File: config.mk
export PLATFORM = sky130hd
export DESIGN_NAME = multiset_combination_unrank_top
export DESIGN_NICKNAME = d
export VERILOG_FILES = /design/src/rtl/mcu_pkg.sv /design/src/rtl/mcu_ram.sv /design/src/rtl/mcu_datapath.sv /design/src/rtl/mcu_ctrl.sv /design/src/rtl/multiset_combination_unrank_top.sv
export VERILOG_INCLUDE_DIRS = /design/src /design/src/rtl
export SDC_FILE = /design/constraint.sdc
export NUM_CORES = 2
export LEC_CHECK = 0
export BUFFER_PORTS_ARGS = -buffer_cell sky130_fd_sc_hd__buf_4
export CAP_MARGIN = 20
export CORE_ASPECT_RATIO = 1.5
export CORE_MARGIN = 5
export CORE_UTILIZATION = 50
export DETAILED_ROUTE_END_ITERATION = 8
export PLACE_DENSITY = 0.66
export SYNTH_ARGS = -nofsm -noshare
export SYNTH_HDL_FRONTEND = slang
export SYNTH_SLANG_ARGS = --single-unit
File: constraint.sdc
create_clock -name clk -period 13.5 [get_ports clk]
set_input_delay 1.35 -clock clk [delete_from_list [all_inputs] [get_ports clk]]
set_output_delay 1.35 -clock clk [all_outputs]
set_load 0.02 [all_outputs]
File: src/rtl/assert_macros.svh
// Assertion macros shared by the multiset combination unrank RTL.
// Needs clk and rst_n in the scope of the module that uses them.
`ifndef ASSERT_MACROS_SVH
`define ASSERT_MACROS_SVH

// same-cycle implication, disabled in reset
`define MCU_ASSERT_SAME(lbl, ante, cons) \
  lbl: assert property (@(posedge clk) disable iff (!rst_n) (ante) |-> (cons)) \
    else $error("mcu assertion failed");

// next-cycle implication, disabled in reset
`define MCU_ASSERT_NEXT(lbl, ante, cons) \
  lbl: assert property (@(posedge clk) disable iff (!rst_n) (ante) |=> (cons)) \
    else $error("mcu assertion failed");

`endif

File: src/rtl/mcu_pkg.sv
// Shared types and constants of the multiset combination unrank block.
// No dependencies.
`timescale 1ns / 1ps
package mcu_pkg;

  localparam logic [7:0] CFG_MULT  = 8'd0;
  localparam logic [7:0] CFG_TYPES = 8'd1;
  localparam logic [7:0] CFG_PICK  = 8'd2;

  typedef struct packed {
    logic load_rank;
    logic load_counts;
    logic wc_dec;
    logic wc_zero;
    logic sum_clr;
    logic sum_add;
    logic acc_clr;
    logic acc_take;
    logic rank_sub;
    logic ram_we;
    logic ram_src_sum;
    logic init_one;
  } dp_cmd_t;

  typedef struct packed {
    logic cnt_zero;
    logic upto_gt;
    logic rank_ge;
  } dp_sts_t;

endpackage

File: src/rtl/mcu_ram.sv
// Generic single-port-write, single-port-read RAM with registered read.
// No dependencies.
`timescale 1ns / 1ps
module mcu_ram #(
  parameter int WIDTH = 64,
  parameter int DEPTH = 33
) (
  input  logic                     clk,
  input  logic                     we,
  input  logic [$clog2(DEPTH)-1:0] waddr,
  input  logic [WIDTH-1:0]         wdata,
  input  logic [$clog2(DEPTH)-1:0] raddr,
  output logic [WIDTH-1:0]         rdata
);

  logic [WIDTH-1:0] mem [DEPTH];

  always_ff @(posedge clk) begin
    if (we) begin
      mem[waddr] <= wdata;
    end
    rdata <= mem[raddr];
  end

endmodule

File: src/rtl/mcu_datapath.sv
// Datapath: working counts, rank, accumulators and the partial-sum RAM.
// Depends on mcu_pkg and mcu_ram.
`timescale 1ns / 1ps
module mcu_datapath #(
  parameter int MAX_TYPES  = 16,
  parameter int COUNT_BITS = 4,
  parameter int MAX_PICK   = 32
) (
  input  logic                             clk,
  input  logic                             rst_n,
  input  logic [31:0]                      in_rank,
  input  logic [63:0]                      mult,
  input  logic [$clog2(MAX_TYPES+1)-1:0]   nt,
  input  logic [$clog2(MAX_TYPES)-1:0]     wc_idx,
  input  logic [$clog2(MAX_PICK+1)-1:0]    ram_addr,
  input  mcu_pkg::dp_cmd_t                 cmd,
  output mcu_pkg::dp_sts_t                 sts,
  output logic [COUNT_BITS-1:0]            cnt_f
);

  localparam int AW = $clog2(MAX_PICK + 1);

  logic [COUNT_BITS-1:0] wc_r [MAX_TYPES];
  logic [63:0] sum_r;
  logic [63:0] acc_r;
  logic [31:0] rank_r;
  logic [63:0] rdata;
  logic [63:0] wdata;
  logic [63:0] upto;

  assign cnt_f = wc_r[wc_idx];
  assign wdata = cmd.ram_src_sum ? sum_r : {63'd0, cmd.init_one};
  assign upto  = acc_r + rdata;

  always_comb begin
    sts.cnt_zero = (cnt_f == '0);
    sts.upto_gt  = upto > {32'd0, rank_r};
    sts.rank_ge  = {32'd0, rank_r} >= rdata;
  end

  always_ff @(posedge clk) begin
    if (cmd.load_counts) begin
      for (int t = 0; t < MAX_TYPES; t++) begin
        wc_r[t] <= (t < int'(nt)) ? mult[t*COUNT_BITS +: COUNT_BITS] : '0;
      end
    end else if (cmd.wc_dec) begin
      wc_r[wc_idx] <= wc_r[wc_idx] - 1'b1;
    end else if (cmd.wc_zero) begin
      wc_r[wc_idx] <= '0;
    end
    if (cmd.sum_clr) begin
      sum_r <= '0;
    end else if (cmd.sum_add) begin
      sum_r <= sum_r + rdata;
    end
    if (cmd.acc_clr) begin
      acc_r <= '0;
    end else if (cmd.acc_take) begin
      acc_r <= upto;
    end
  end

  always_ff @(posedge clk) begin
    if (!rst_n) begin
      rank_r <= '0;
    end else if (cmd.load_rank) begin
      rank_r <= in_rank;
    end else if (cmd.rank_sub) begin
      rank_r <= rank_r - acc_r[31:0];
    end
  end

  mcu_ram #(
    .WIDTH (64),
    .DEPTH (MAX_PICK + 1)
  ) u_ram (
    .clk   (clk),
    .we    (cmd.ram_we),
    .waddr (ram_addr[AW-1:0]),
    .wdata (wdata),
    .raddr (ram_addr[AW-1:0]),
    .rdata (rdata)
  );

endmodule

File: src/rtl/mcu_ctrl.sv
// Controller: sequences totals, type scans and the counting passes.
// Depends on mcu_pkg and assert_macros.svh.
`timescale 1ns / 1ps
`include "assert_macros.svh"
module mcu_ctrl #(
  parameter int MAX_TYPES  = 16,
  parameter int COUNT_BITS = 4,
  parameter int MAX_PICK   = 32
) (
  input  logic                             clk,
  input  logic                             rst_n,
  input  logic [$clog2(MAX_TYPES+1)-1:0]   nt,
  input  logic [$clog2(MAX_PICK+1)-1:0]    k,
  input  logic                             in_valid,
  output logic                             in_ready,
  output logic                             out_valid,
  input  logic                             out_ready,
  output logic [4:0]                       out_position,
  output logic [3:0]                       out_type_index,
  output logic                             out_last,
  output logic                             out_rank_error,
  output logic [$clog2(MAX_TYPES)-1:0]     wc_idx,
  output logic [$clog2(MAX_PICK+1)-1:0]    ram_addr,
  output mcu_pkg::dp_cmd_t                 cmd,
  input  mcu_pkg::dp_sts_t                 sts,
  input  logic [COUNT_BITS-1:0]            cnt_f
);

  localparam int KW  = $clog2(MAX_PICK + 1);
  localparam int NTW = $clog2(MAX_TYPES + 1);
  localparam int TW  = $clog2(MAX_TYPES);
  localparam int HW  = COUNT_BITS + 1;

  typedef enum logic [3:0] {
    S_IDLE, S_INIT, S_TYPE, S_RD, S_ACC, S_WR, S_FIN_RD, S_FIN, S_SCAN, S_EMIT
  } state_t;

  state_t state_r, state_nxt;
  logic [KW-1:0]  m_r, m_nxt, dpj_r, dpj_nxt, ii_r, ii_nxt;
  logic [NTW-1:0] t_r, t_nxt, sj_r, sj_nxt;
  logic [HW-1:0]  h_r, h_nxt;
  logic [COUNT_BITS-1:0] f_r, f_nxt;
  logic [TW-1:0]  chosen_r, chosen_nxt;
  logic           total_ph_r, total_ph_nxt;
  logic           ov_r, ov_nxt, last_r, last_nxt, err_r, err_nxt;
  logic [4:0]     pos_r, pos_nxt;
  logic [3:0]     typ_r, typ_nxt;
  logic [HW-1:0]  h_inc;

  assign in_ready       = (state_r == S_IDLE);
  assign out_valid      = ov_r;
  assign out_position   = pos_r;
  assign out_type_index = typ_r;
  assign out_last       = last_r;
  assign out_rank_error = err_r;
  assign h_inc          = h_r + 1'b1;
  assign wc_idx         = (state_r == S_TYPE) ? TW'(t_r) : TW'(sj_r);

  always_comb begin
    case (state_r)
      S_RD:     ram_addr = dpj_r - KW'(h_r);
      S_FIN_RD: ram_addr = m_r;
      default:  ram_addr = dpj_r;
    endcase
  end

  always_comb begin
    state_nxt    = state_r;
    m_nxt        = m_r;
    dpj_nxt      = dpj_r;
    ii_nxt       = ii_r;
    t_nxt        = t_r;
    sj_nxt       = sj_r;
    h_nxt        = h_r;
    f_nxt        = f_r;
    chosen_nxt   = chosen_r;
    total_ph_nxt = total_ph_r;
    ov_nxt       = ov_r;
    last_nxt     = last_r;
    err_nxt      = err_r;
    pos_nxt      = pos_r;
    typ_nxt      = typ_r;
    cmd          = '0;
    case (state_r)
      S_IDLE: begin
        if (in_valid) begin
          cmd.load_rank   = 1'b1;
          cmd.load_counts = 1'b1;
          total_ph_nxt    = 1'b1;
          m_nxt           = k;
          dpj_nxt         = '0;
          if (k == '0) begin
            ov_nxt    = 1'b1;
            err_nxt   = 1'b1;
            last_nxt  = 1'b1;
            pos_nxt   = '0;
            typ_nxt   = '0;
            state_nxt = S_EMIT;
          end else begin
            state_nxt = S_INIT;
          end
        end
      end
      S_INIT: begin
        cmd.ram_we   = 1'b1;
        cmd.init_one = (dpj_r == '0);
        dpj_nxt      = dpj_r + 1'b1;
        if (dpj_r == m_r) begin
          t_nxt     = '0;
          state_nxt = S_TYPE;
        end
      end
      S_TYPE: begin
        if (t_r == nt || m_r == '0) begin
          state_nxt = S_FIN_RD;
        end else begin
          f_nxt       = cnt_f;
          dpj_nxt     = m_r;
          h_nxt       = '0;
          cmd.sum_clr = 1'b1;
          state_nxt   = S_RD;
        end
      end
      S_RD: begin
        state_nxt = S_ACC;
      end
      S_ACC: begin
        cmd.sum_add = 1'b1;
        h_nxt       = h_inc;
        if (h_inc <= {1'b0, f_r} && 8'(h_inc) <= 8'(dpj_r)) begin
          state_nxt = S_RD;
        end else begin
          state_nxt = S_WR;
        end
      end
      S_WR: begin
        cmd.ram_we      = 1'b1;
        cmd.ram_src_sum = 1'b1;
        dpj_nxt         = dpj_r - 1'b1;
        if (dpj_r == KW'(1)) begin
          t_nxt     = t_r + 1'b1;
          state_nxt = S_TYPE;
        end else begin
          cmd.sum_clr = 1'b1;
          h_nxt       = '0;
          state_nxt   = S_RD;
        end
      end
      S_FIN_RD: begin
        state_nxt = S_FIN;
      end
      S_FIN: begin
        if (total_ph_r) begin
          if (sts.rank_ge) begin
            ov_nxt    = 1'b1;
            err_nxt   = 1'b1;
            last_nxt  = 1'b1;
            pos_nxt   = '0;
            typ_nxt   = '0;
            state_nxt = S_EMIT;
          end else begin
            cmd.load_counts = 1'b1;
            cmd.acc_clr     = 1'b1;
            total_ph_nxt    = 1'b0;
            ii_nxt          = '0;
            sj_nxt          = '0;
            chosen_nxt      = '0;
            state_nxt       = S_SCAN;
          end
        end else if (sts.upto_gt) begin
          cmd.rank_sub = 1'b1;
          chosen_nxt   = TW'(sj_r);
          ov_nxt       = 1'b1;
          err_nxt      = 1'b0;
          last_nxt     = (ii_r + 1'b1 == k);
          pos_nxt      = 5'(ii_r);
          typ_nxt      = 4'(TW'(sj_r));
          state_nxt    = S_EMIT;
        end else begin
          cmd.acc_take = 1'b1;
          cmd.wc_zero  = 1'b1;
          sj_nxt       = sj_r + 1'b1;
          state_nxt    = S_SCAN;
        end
      end
      S_SCAN: begin
        if (sj_r == nt) begin
          ov_nxt    = 1'b1;
          err_nxt   = 1'b0;
          last_nxt  = (ii_r + 1'b1 == k);
          pos_nxt   = 5'(ii_r);
          typ_nxt   = 4'(chosen_r);
          state_nxt = S_EMIT;
        end else if (sts.cnt_zero) begin
          sj_nxt = sj_r + 1'b1;
        end else begin
          cmd.wc_dec = 1'b1;
          m_nxt      = k - ii_r - 1'b1;
          dpj_nxt    = '0;
          state_nxt  = S_INIT;
        end
      end
      S_EMIT: begin
        if (out_ready) begin
          ov_nxt = 1'b0;
          if (last_r || err_r) begin
            state_nxt = S_IDLE;
          end else begin
            ii_nxt      = ii_r + 1'b1;
            sj_nxt      = NTW'(chosen_r);
            chosen_nxt  = '0;
            cmd.acc_clr = 1'b1;
            state_nxt   = S_SCAN;
          end
        end
      end
      default: begin
        state_nxt = S_IDLE;
      end
    endcase
  end

  always_ff @(posedge clk) begin
    if (!rst_n) begin
      state_r    <= S_IDLE;
      ov_r       <= 1'b0;
      chosen_r   <= '0;
      total_ph_r <= 1'b0;
      ii_r       <= '0;
      sj_r       <= '0;
    end else begin
      state_r    <= state_nxt;
      ov_r       <= ov_nxt;
      chosen_r   <= chosen_nxt;
      total_ph_r <= total_ph_nxt;
      ii_r       <= ii_nxt;
      sj_r       <= sj_nxt;
    end
    m_r    <= m_nxt;
    dpj_r  <= dpj_nxt;
    t_r    <= t_nxt;
    h_r    <= h_nxt;
    f_r    <= f_nxt;
    last_r <= last_nxt;
    err_r  <= err_nxt;
    pos_r  <= pos_nxt;
    typ_r  <= typ_nxt;
  end

  `MCU_ASSERT_SAME(a_err_is_last, ov_r && err_r, last_r)
  `MCU_ASSERT_SAME(a_rd_in_range, state_r == S_RD, h_r <= {1'b0, f_r} && dpj_r != '0)
  `MCU_ASSERT_NEXT(a_busy_after_accept, in_valid && in_ready, !in_ready)

endmodule

File: src/rtl/multiset_combination_unrank_top.sv
// Multiset combination unranking: takes a rank, emits one word per position
// with the chosen type, the last one flagged; a rank out of range or an empty
// pick gives one error word. Input is taken only while idle, and each word
// waits for out_ready. The work is done in counting passes over the
// partial-sum RAM. A pass over m sums clears m+1 entries, then for each of
// number_of_types types reads, per sum j from m down to 1, min(count, j)+1
// entries and writes the sum back. The total takes one pass with m = pick_size
// and each candidate type tried takes one with m = positions still to fill;
// rejected types are zeroed, so an item needs at most about pick_size +
// number_of_types passes. Configuration is taken at once.
// Depends on mcu_pkg, mcu_ctrl, mcu_datapath and mcu_ram.
`timescale 1ns / 1ps
module multiset_combination_unrank_top #(
  parameter int MAX_TYPES  = 16,
  parameter int COUNT_BITS = 4,
  parameter int MAX_PICK   = 32
) (
  input  logic        clk,
  input  logic        rst_n,
  input  logic        in_valid,
  output logic        in_ready,
  input  logic [31:0] in_rank,
  output logic        out_valid,
  input  logic        out_ready,
  output logic [4:0]  out_position,
  output logic [3:0]  out_type_index,
  output logic        out_last,
  output logic        out_rank_error,
  input  logic        cfg_valid,
  output logic        cfg_ready,
  input  logic [7:0]  cfg_index,
  input  logic [63:0] cfg_data
);

  localparam int KW  = $clog2(MAX_PICK + 1);
  localparam int NTW = $clog2(MAX_TYPES + 1);
  localparam int TW  = $clog2(MAX_TYPES);

  logic [63:0] mult_r;
  logic [4:0]  types_r;
  logic [5:0]  pick_r;
  logic [NTW-1:0] nt;
  logic [KW-1:0]  k;
  logic [TW-1:0]  wc_idx;
  logic [KW-1:0]  ram_addr;
  logic [COUNT_BITS-1:0] cnt_f;
  mcu_pkg::dp_cmd_t cmd;
  mcu_pkg::dp_sts_t sts;

  assign cfg_ready = 1'b1;
  assign nt = (8'(types_r) > 8'(MAX_TYPES)) ? NTW'(MAX_TYPES) : NTW'(types_r);
  assign k  = (8'(pick_r) > 8'(MAX_PICK)) ? KW'(MAX_PICK) : KW'(pick_r);

  always_ff @(posedge clk) begin
    if (!rst_n) begin
      mult_r  <= '0;
      types_r <= 5'd1;
      pick_r  <= 6'd1;
    end else if (cfg_valid) begin
      case (cfg_index)
        mcu_pkg::CFG_MULT:  mult_r  <= cfg_data;
        mcu_pkg::CFG_TYPES: types_r <= cfg_data[4:0];
        mcu_pkg::CFG_PICK:  pick_r  <= cfg_data[5:0];
        default: ;
      endcase
    end
  end

  mcu_ctrl #(
    .MAX_TYPES (MAX_TYPES),
    .COUNT_BITS(COUNT_BITS),
    .MAX_PICK  (MAX_PICK)
  ) u_ctrl (
    .clk           (clk),
    .rst_n         (rst_n),
    .nt            (nt),
    .k             (k),
    .in_valid      (in_valid),
    .in_ready      (in_ready),
    .out_valid     (out_valid),
    .out_ready     (out_ready),
    .out_position  (out_position),
    .out_type_index(out_type_index),
    .out_last      (out_last),
    .out_rank_error(out_rank_error),
    .wc_idx        (wc_idx),
    .ram_addr      (ram_addr),
    .cmd           (cmd),
    .sts           (sts),
    .cnt_f         (cnt_f)
  );

  mcu_datapath #(
    .MAX_TYPES (MAX_TYPES),
    .COUNT_BITS(COUNT_BITS),
    .MAX_PICK  (MAX_PICK)
  ) u_dp (
    .clk     (clk),
    .rst_n   (rst_n),
    .in_rank (in_rank),
    .mult    (mult_r),
    .nt      (nt),
    .wc_idx  (wc_idx),
    .ram_addr(ram_addr),
    .cmd     (cmd),
    .sts     (sts),
    .cnt_f   (cnt_f)
  );

endmodule
Word-level counts from Yosys, hierarchy flattened:

Memories as Yosys holds them, arrays and structs flattened. A register that Yosys moved wholly into a read port is not among the register bits.
Cells that the tools add are included.
W data, S select, Z words.

* add/sub/neg operators: 13
* magnitude comparators: 22
* eq/ne operators: 35
* mux-type cells: 143
* bitwise operators: 2
* reduce and logical (&&, ||, !) cells: 36

Operators with widths (count)
* $mux W4: 37
* $add A64 B64 Y64: 2
* $mux W5: 18
* $mux W6: 12
* $ge A32 B64 Y1: 1
* $gt A64 B32 Y1: 1
* $mux W32: 2
* $mux W64: 1
* $mux W1: 50
* $pmux W5 S3: 3
* $lt A4 B5 Y1 const A: 8
* $pmux W4 S10: 1
* $pmux W6 S2: 3
* $sub A32 B32 Y32: 1
* $pmux W6 S5: 1
* $lt A3 B5 Y1 const A: 4
* $logic_not A6 Y1: 3
* $ne A2 B2 Y1 const B: 9
* $eq A4 B3 Y1 const B: 4
* $add A5 B1 Y5 const B: 3
* $reduce_and A5 Y1: 3
* $reduce_and A7 Y1: 2
* $add A6 B1 Y6 const B: 2
* $eq A6 B6 Y1: 2
* other kinds (44): 78

* flip-flop bits (word level): 293
* bits in writable memories: 2176
* bits of input ports: 109
* logic and storage cells: 274
* memories kept: 2

Memory list
* u_dp.u_ram.mem: words 33, bits a word 64, read ports 1, clocked after Yosys merged registers in 1, wr ports 1, RTL line mcu_ram.sv:16 `logic [WIDTH-1:0] mem [DEPTH];`
* u_dp.wc_r: words 16, bits a word 4, read ports 1, clocked after Yosys merged registers in 0, wr ports 16, RTL line mcu_datapath.sv:23 `logic [COUNT_BITS-1:0] wc_r [MAX_TYPES];`

Longest topological paths before layout:

An unclocked memory read counts as a cell.

* word-level depth: 13
* gate-level depth with buffers: 26
* mapped depth without buffers: 24

Modules after synthesis:

Synthesis repeated with hierarchy kept, for this count alone.

* cell total of the unflattened synthesis: 7200
* area total of the unflattened synthesis: 109832.8 um^2

Modules (own cells, without submodules)
* mcu_ram: instances 1, cells each 3866, area an instance 82033.7 um^2
* mcu_datapath: instances 1, cells each 2540, area an instance 20489.7 um^2
* mcu_ctrl: instances 1, cells each 460, area an instance 4171.5 um^2
* multiset_combination_unrank_top: instances 1, cells each 334, area an instance 3138.0 um^2

Worst setup path after synthesis:

OpenSTA, ideal clock, no wires.

* path type: reg2reg
* start: register u_ctrl.dpj_r[0]
* end: memory u_dp.u_ram.mem[0][0] (enable)
* arrival: 7.587 ns
* path slack: 5.348 ns
* stages on the path, launching flop included: 15
* buffers on the path: 4
* period minus slack after synthesis: 8.152 ns
* cell sequence: edfxtp_1 clkbuf_1 inv_1 ha_1 inv_1 fa_1 xnor2_1 nor2_1 a221o_1 buf_2 nor3_1 clkbuf_1 buf_1 nand2b_1 nor3_1

* word-level cells in the longest chain between the ends: 2

Ends and longest elaborated chain
* start, declared: RTL line mcu_ctrl.sv:39 `logic [KW-1:0] m_r, m_nxt, dpj_r, dpj_nxt, ii_r, ii_nxt;`
* start signal, assigned: RTL line mcu_ctrl.sv:240 `dpj_r <= dpj_nxt;`
* $sub A6 B5 Y6: RTL line mcu_ctrl.sv:61 `S_RD: ram_addr = dpj_r - KW'(h_r);`
* $pmux W6 S2 *: RTL line mcu_ctrl.sv:60 `case (state_r)`
* end, declared: RTL line mcu_ram.sv:16

Mark *: on every way between the ends. The rest lies on a longest branch, timed or not.

==> summary.md <==
### Status
* **result of the run** completed

### Floorplanning
* **Vert. Die Dim** 571 um
* **total I/O pin count** 123
* **Core Area** 208000 um2
* **Initial Utilization** 0.503
* **Die Footprint** 219000 um2
* **die width** 384 um
* **count of standard-cell rows** 205

### Synth
* **mean area per synthesized cell** 13.8 um2
* **synthesis-stage register bit count** 2533
* **Post-Synthesis Cell Area** 105000 um2
* **instance count of the mapped netlist** 7591
* **number of enable flip-flop cells after synthesis** 2213
* **sequential cell area fraction in the yosys report** 0.695
* **distinct cell type count after synthesis** 96
* **count of yosys warnings during synthesis** 0
* **Async SR Flop Fraction** 0
* **post-synth net total** 7955
* **most used flip-flop cell after synthesis** sky130_fd_sc_hd__edfxtp_1

### Place
* **Post-Place Cells** 10226
* **detailed placer's ending HPWL** 193000 um
* **# port buffers** 121
* **final estimated routing congestion in global placement** 0.943

### Route
* **final antenna-violating net count** 0
* **via total after detailed routing** 70406
* **total wire length after detailed routing** 330000 um
* **drt first pass iters** 6
* **violation count after the first detailed-routing iteration** 8682
* **DR DRC count** 0
* **per-cell routed wire length** 30.9 um
* **Avg Vias per Cell** 6.60

### Critical path
* **data required time at the worst endpoint** 14000 ps
* **Largest delay share family, worst path** compound AO/OA/AOI/OAI gates
* **ordered list of cells on the worst path** ha_1 -> o21ai_0 -> o21ai_0 -> a21oi_1 -> o41ai_4 -> a21oi_1 -> nor3_1 -> nor2_1 -> xnor2_1 -> ha_1 -> nand2_1 -> o21ai_0 -> a2111oi_0 -> or3_1 -> a21oi_1 -> a21oi_1 -> nor4b_2 -> nand4_1 -> and4bb_2 -> nand3_2 -> buf_4 -> and2_0 -> o21ai_0
* **slowest CP cell** sky130_fd_sc_hd__and2_0
* **startpoint type of the worst setup path** flop
* **arrival time at the worst endpoint** 7860 ps
* **buffer and inverter count on the worst path** 1
* **Critical Setup Path Class** reg2reg
* **Worst path max stage delay** 970 ps
* **worst-path fanout max** 38
* **type of destination of the critical path** flop

### Clock network
* **master cell of the clock root buffer** sky130_fd_sc_hd__clkbuf_16
* **CTS H-tree depth** 4
* **CTS hold repair buffers** 0
* **clock-pin slew of the registers on the worst-case setup and hold paths** 70 ps
* **setup fix buffers added after clock tree synthesis** 0
* **TritonCTS clock tree** yes
* **deepest clock path buffer count** 4
* **number of instances resized during post-cts repair** 0
* **insertion delay to the later sink of the worst-skew pair** 900 ps
* **Num CTS Buffers** 223
* **TritonCTS Sinks** 2533

### Final layout
* **area occupied by multi-input gates** 29900 um2
* **fraction of final layout cells with drive strength greater than 1** 0.0961
* **sequential cell area** 72900 um2
* **Layout Area Growth over Synthesis** 11.7%
* **Filler Cells Inserted** 16553
* **number of standard cells in the final layout excluding fillers** 10670
* **total number of nets in the final design** 8043

### Power and ir drop
* **power density normalized to cell area** 204 nW/um2
* **Leakage** 36.0 nW
* **largest vdd supply drop** 0.174 mV

### STA
* **final hold violation count** 0
* **max-slew headroom at the worst pin** 0.226
* **fmax** 136 MHz
* **RSZ-0062 raised after global routing** no
* **total negative slack for setup checks** 0 ps
* **pin slew with the least headroom to its limit** 1160 ps
* **worst clock skew on the final layout** 81.8 ps
* **Final setup violation count** 0
* **final worst-path cycle share** 0.545
* **Slew Viols, Final** 0
* **time the worst path needs with I/O delays and setup** 7360 ps

### Min path
* **HP Class** reg2reg

### Flow run
* **max cap viols** 0

### Global routing
* **number of antenna violations at the first check in global routing** 15
* **vias in the first global route** 69211
* **wire length of the first global-routing pass** 470000 um
* **pin count of the biggest net entering global routing** 118
* **GR Util All Layers** 0.291
* **total grt overflow** 0

power breakdown:
group / total [W] / switching (W) / internal [W] / leakage, nW
Combinational: 0.00816 / 0.00538 / 0.00277 / 13.3
Clock: 0.00632 / 0.00281 / 0.00352 / 3.45
Sequential: 0.00944 / 0.000464 / 0.00898 / 19.3
Yosys cell counts (70+ instances only):
library cell	n	area, um2
sky130_fd_sc_hd__a21o_1	70	526
sky130_fd_sc_hd__a21oi_1	477	2390
sky130_fd_sc_hd__a221oi_1	187	1640
sky130_fd_sc_hd__a22o_1	214	1870
sky130_fd_sc_hd__a22oi_1	631	4740
sky130_fd_sc_hd__a31oi_1	111	694
sky130_fd_sc_hd__and3_1	96	601
sky130_fd_sc_hd__buf_1	77	289
sky130_fd_sc_hd__clkbuf_1	364	1370
sky130_fd_sc_hd__dfxtp_1	320	6410
sky130_fd_sc_hd__edfxtp_1	2213	66500
sky130_fd_sc_hd__ha_1	250	3130
sky130_fd_sc_hd__inv_1	168	631
sky130_fd_sc_hd__nand2_1	600	2250
sky130_fd_sc_hd__nand3_1	114	571
sky130_fd_sc_hd__nand4_1	201	1260
sky130_fd_sc_hd__nor2_1	331	1240
sky130_fd_sc_hd__nor3_1	95	475
sky130_fd_sc_hd__o21ai_0	207	1040
sky130_fd_sc_hd__xnor2_1	100	876
flip-flops by register name (all words and copies together), names as in the netlist, 4 cells and up:
name                   cells
mult_r                    64
pick_r                     6
u_ctrl.state_r             4
u_ctrl.chosen_r            4
u_dp.sum_r                64
u_dp.wc_r                 64
u_dp.acc_r                64
u_ctrl.ii_r                6
u_ctrl.out_type_index      4
u_ctrl.f_r                 4
types_r                    5
u_ctrl.dpj_r               6
u_dp.u_ram.rdata          64
u_ctrl.h_r                 5
u_ctrl.out_position        5
u_dp.u_ram.mem          2112
u_ctrl.m_r                 6
u_dp.rank_r               32
u_ctrl.t_r                 5
u_ctrl.sj_r                5
area by class of cell:
type                            count  area share
Clock buffer                      297      0.0516
Antenna cell                       23    0.000492
Clock inverter                    102     0.00884
Tap cell                         2794      0.0299
Sequential cell                  2533       0.622
Multi-Input combinational cell   4431       0.256
Inverter                          168     0.00540
Timing Repair Buffer              322      0.0256
metrics by stage:
stage | hold WS [ps] | total power, W | util | worst slack, ps | area [um2]
after floorplan | 408 | 0.0145 | - | 5350 | 105000
after global placement | 428 | 0.0175 | 0.525 | 6100 | 109000
after detailed placement | 440 | 0.0176 | 0.525 | 6150 | 109000
after CTS | 422 | 0.0238 | 0.559 | 6080 | 116000
after global routing | 446 | 0.0248 | 0.562 | 5650 | 117000
final | 433 | 0.0239 | 0.562 | 6140 | 117000
routing by layer:
layer	global-route usage	wire (um)	up-vias
li1	-	-	30232
met1	0.350	115000	35129
met2	0.507	164000	4071
met3	0.0450	29800	968
met4	0.151	20300	6
met5	0	34	-
cell usage in the layout, fill, tap and decap left out, types with 96 or more instances in the layout:
cell type                   instances
sky130_fd_sc_hd__a221oi_1         182
sky130_fd_sc_hd__dfxtp_1          320
sky130_fd_sc_hd__ha_1             250
sky130_fd_sc_hd__clkbuf_16        232
sky130_fd_sc_hd__a22oi_1          631
sky130_fd_sc_hd__and3_1            96
sky130_fd_sc_hd__nor2_1           322
sky130_fd_sc_hd__nand2_1          598
sky130_fd_sc_hd__a31oi_1          111
sky130_fd_sc_hd__buf_4            284
sky130_fd_sc_hd__nand3_1          112
sky130_fd_sc_hd__edfxtp_1        2213
sky130_fd_sc_hd__a21oi_1          474
sky130_fd_sc_hd__a22o_1           214
sky130_fd_sc_hd__nand4_1          201
sky130_fd_sc_hd__inv_1            167
sky130_fd_sc_hd__o21ai_0          206
sky130_fd_sc_hd__xnor2_1          100
worst min-delay path: cells and delay by family (launching register included):
family	cells	cell delay [ps]
flops	1	320
compound gates	2	140
cells by family (layout without fill, tap and decap cells):
logic type / count (synthesis) / in the layout / synth area share
flops: 2533 / 2533 / 0.695
compound gates: 2304 / 2304 / 0.156
simple gates: 1638 / 1638 / 0.0743
buf+inv: 627 / 889 / 0.0228
fa+ha+maj: 255 / 255 / 0.0308
xor+xnor: 161 / 161 / 0.0135
mux: 72 / 72 / 0.00769
other cells: 1 / 24 / 0.0000358
path summary, 6_finish.rpt:
kind / start / endpoint / slack [ps] / depth (start not counted)
max: u_dp.u_ram.rdata[3] / u_dp.wc_r[1][1] / 6140 / 23
min: u_dp.u_ram.mem[32][56] / u_dp.u_ram.rdata[56] / 430 / 2
max reg2reg: u_dp.u_ram.rdata[3] / u_dp.wc_r[1][1] / 6140 / 23
min reg2reg: u_dp.u_ram.mem[32][56] / u_dp.u_ram.rdata[56] / 430 / 2
Note: power is estimated with default switching activity, not from simulation.
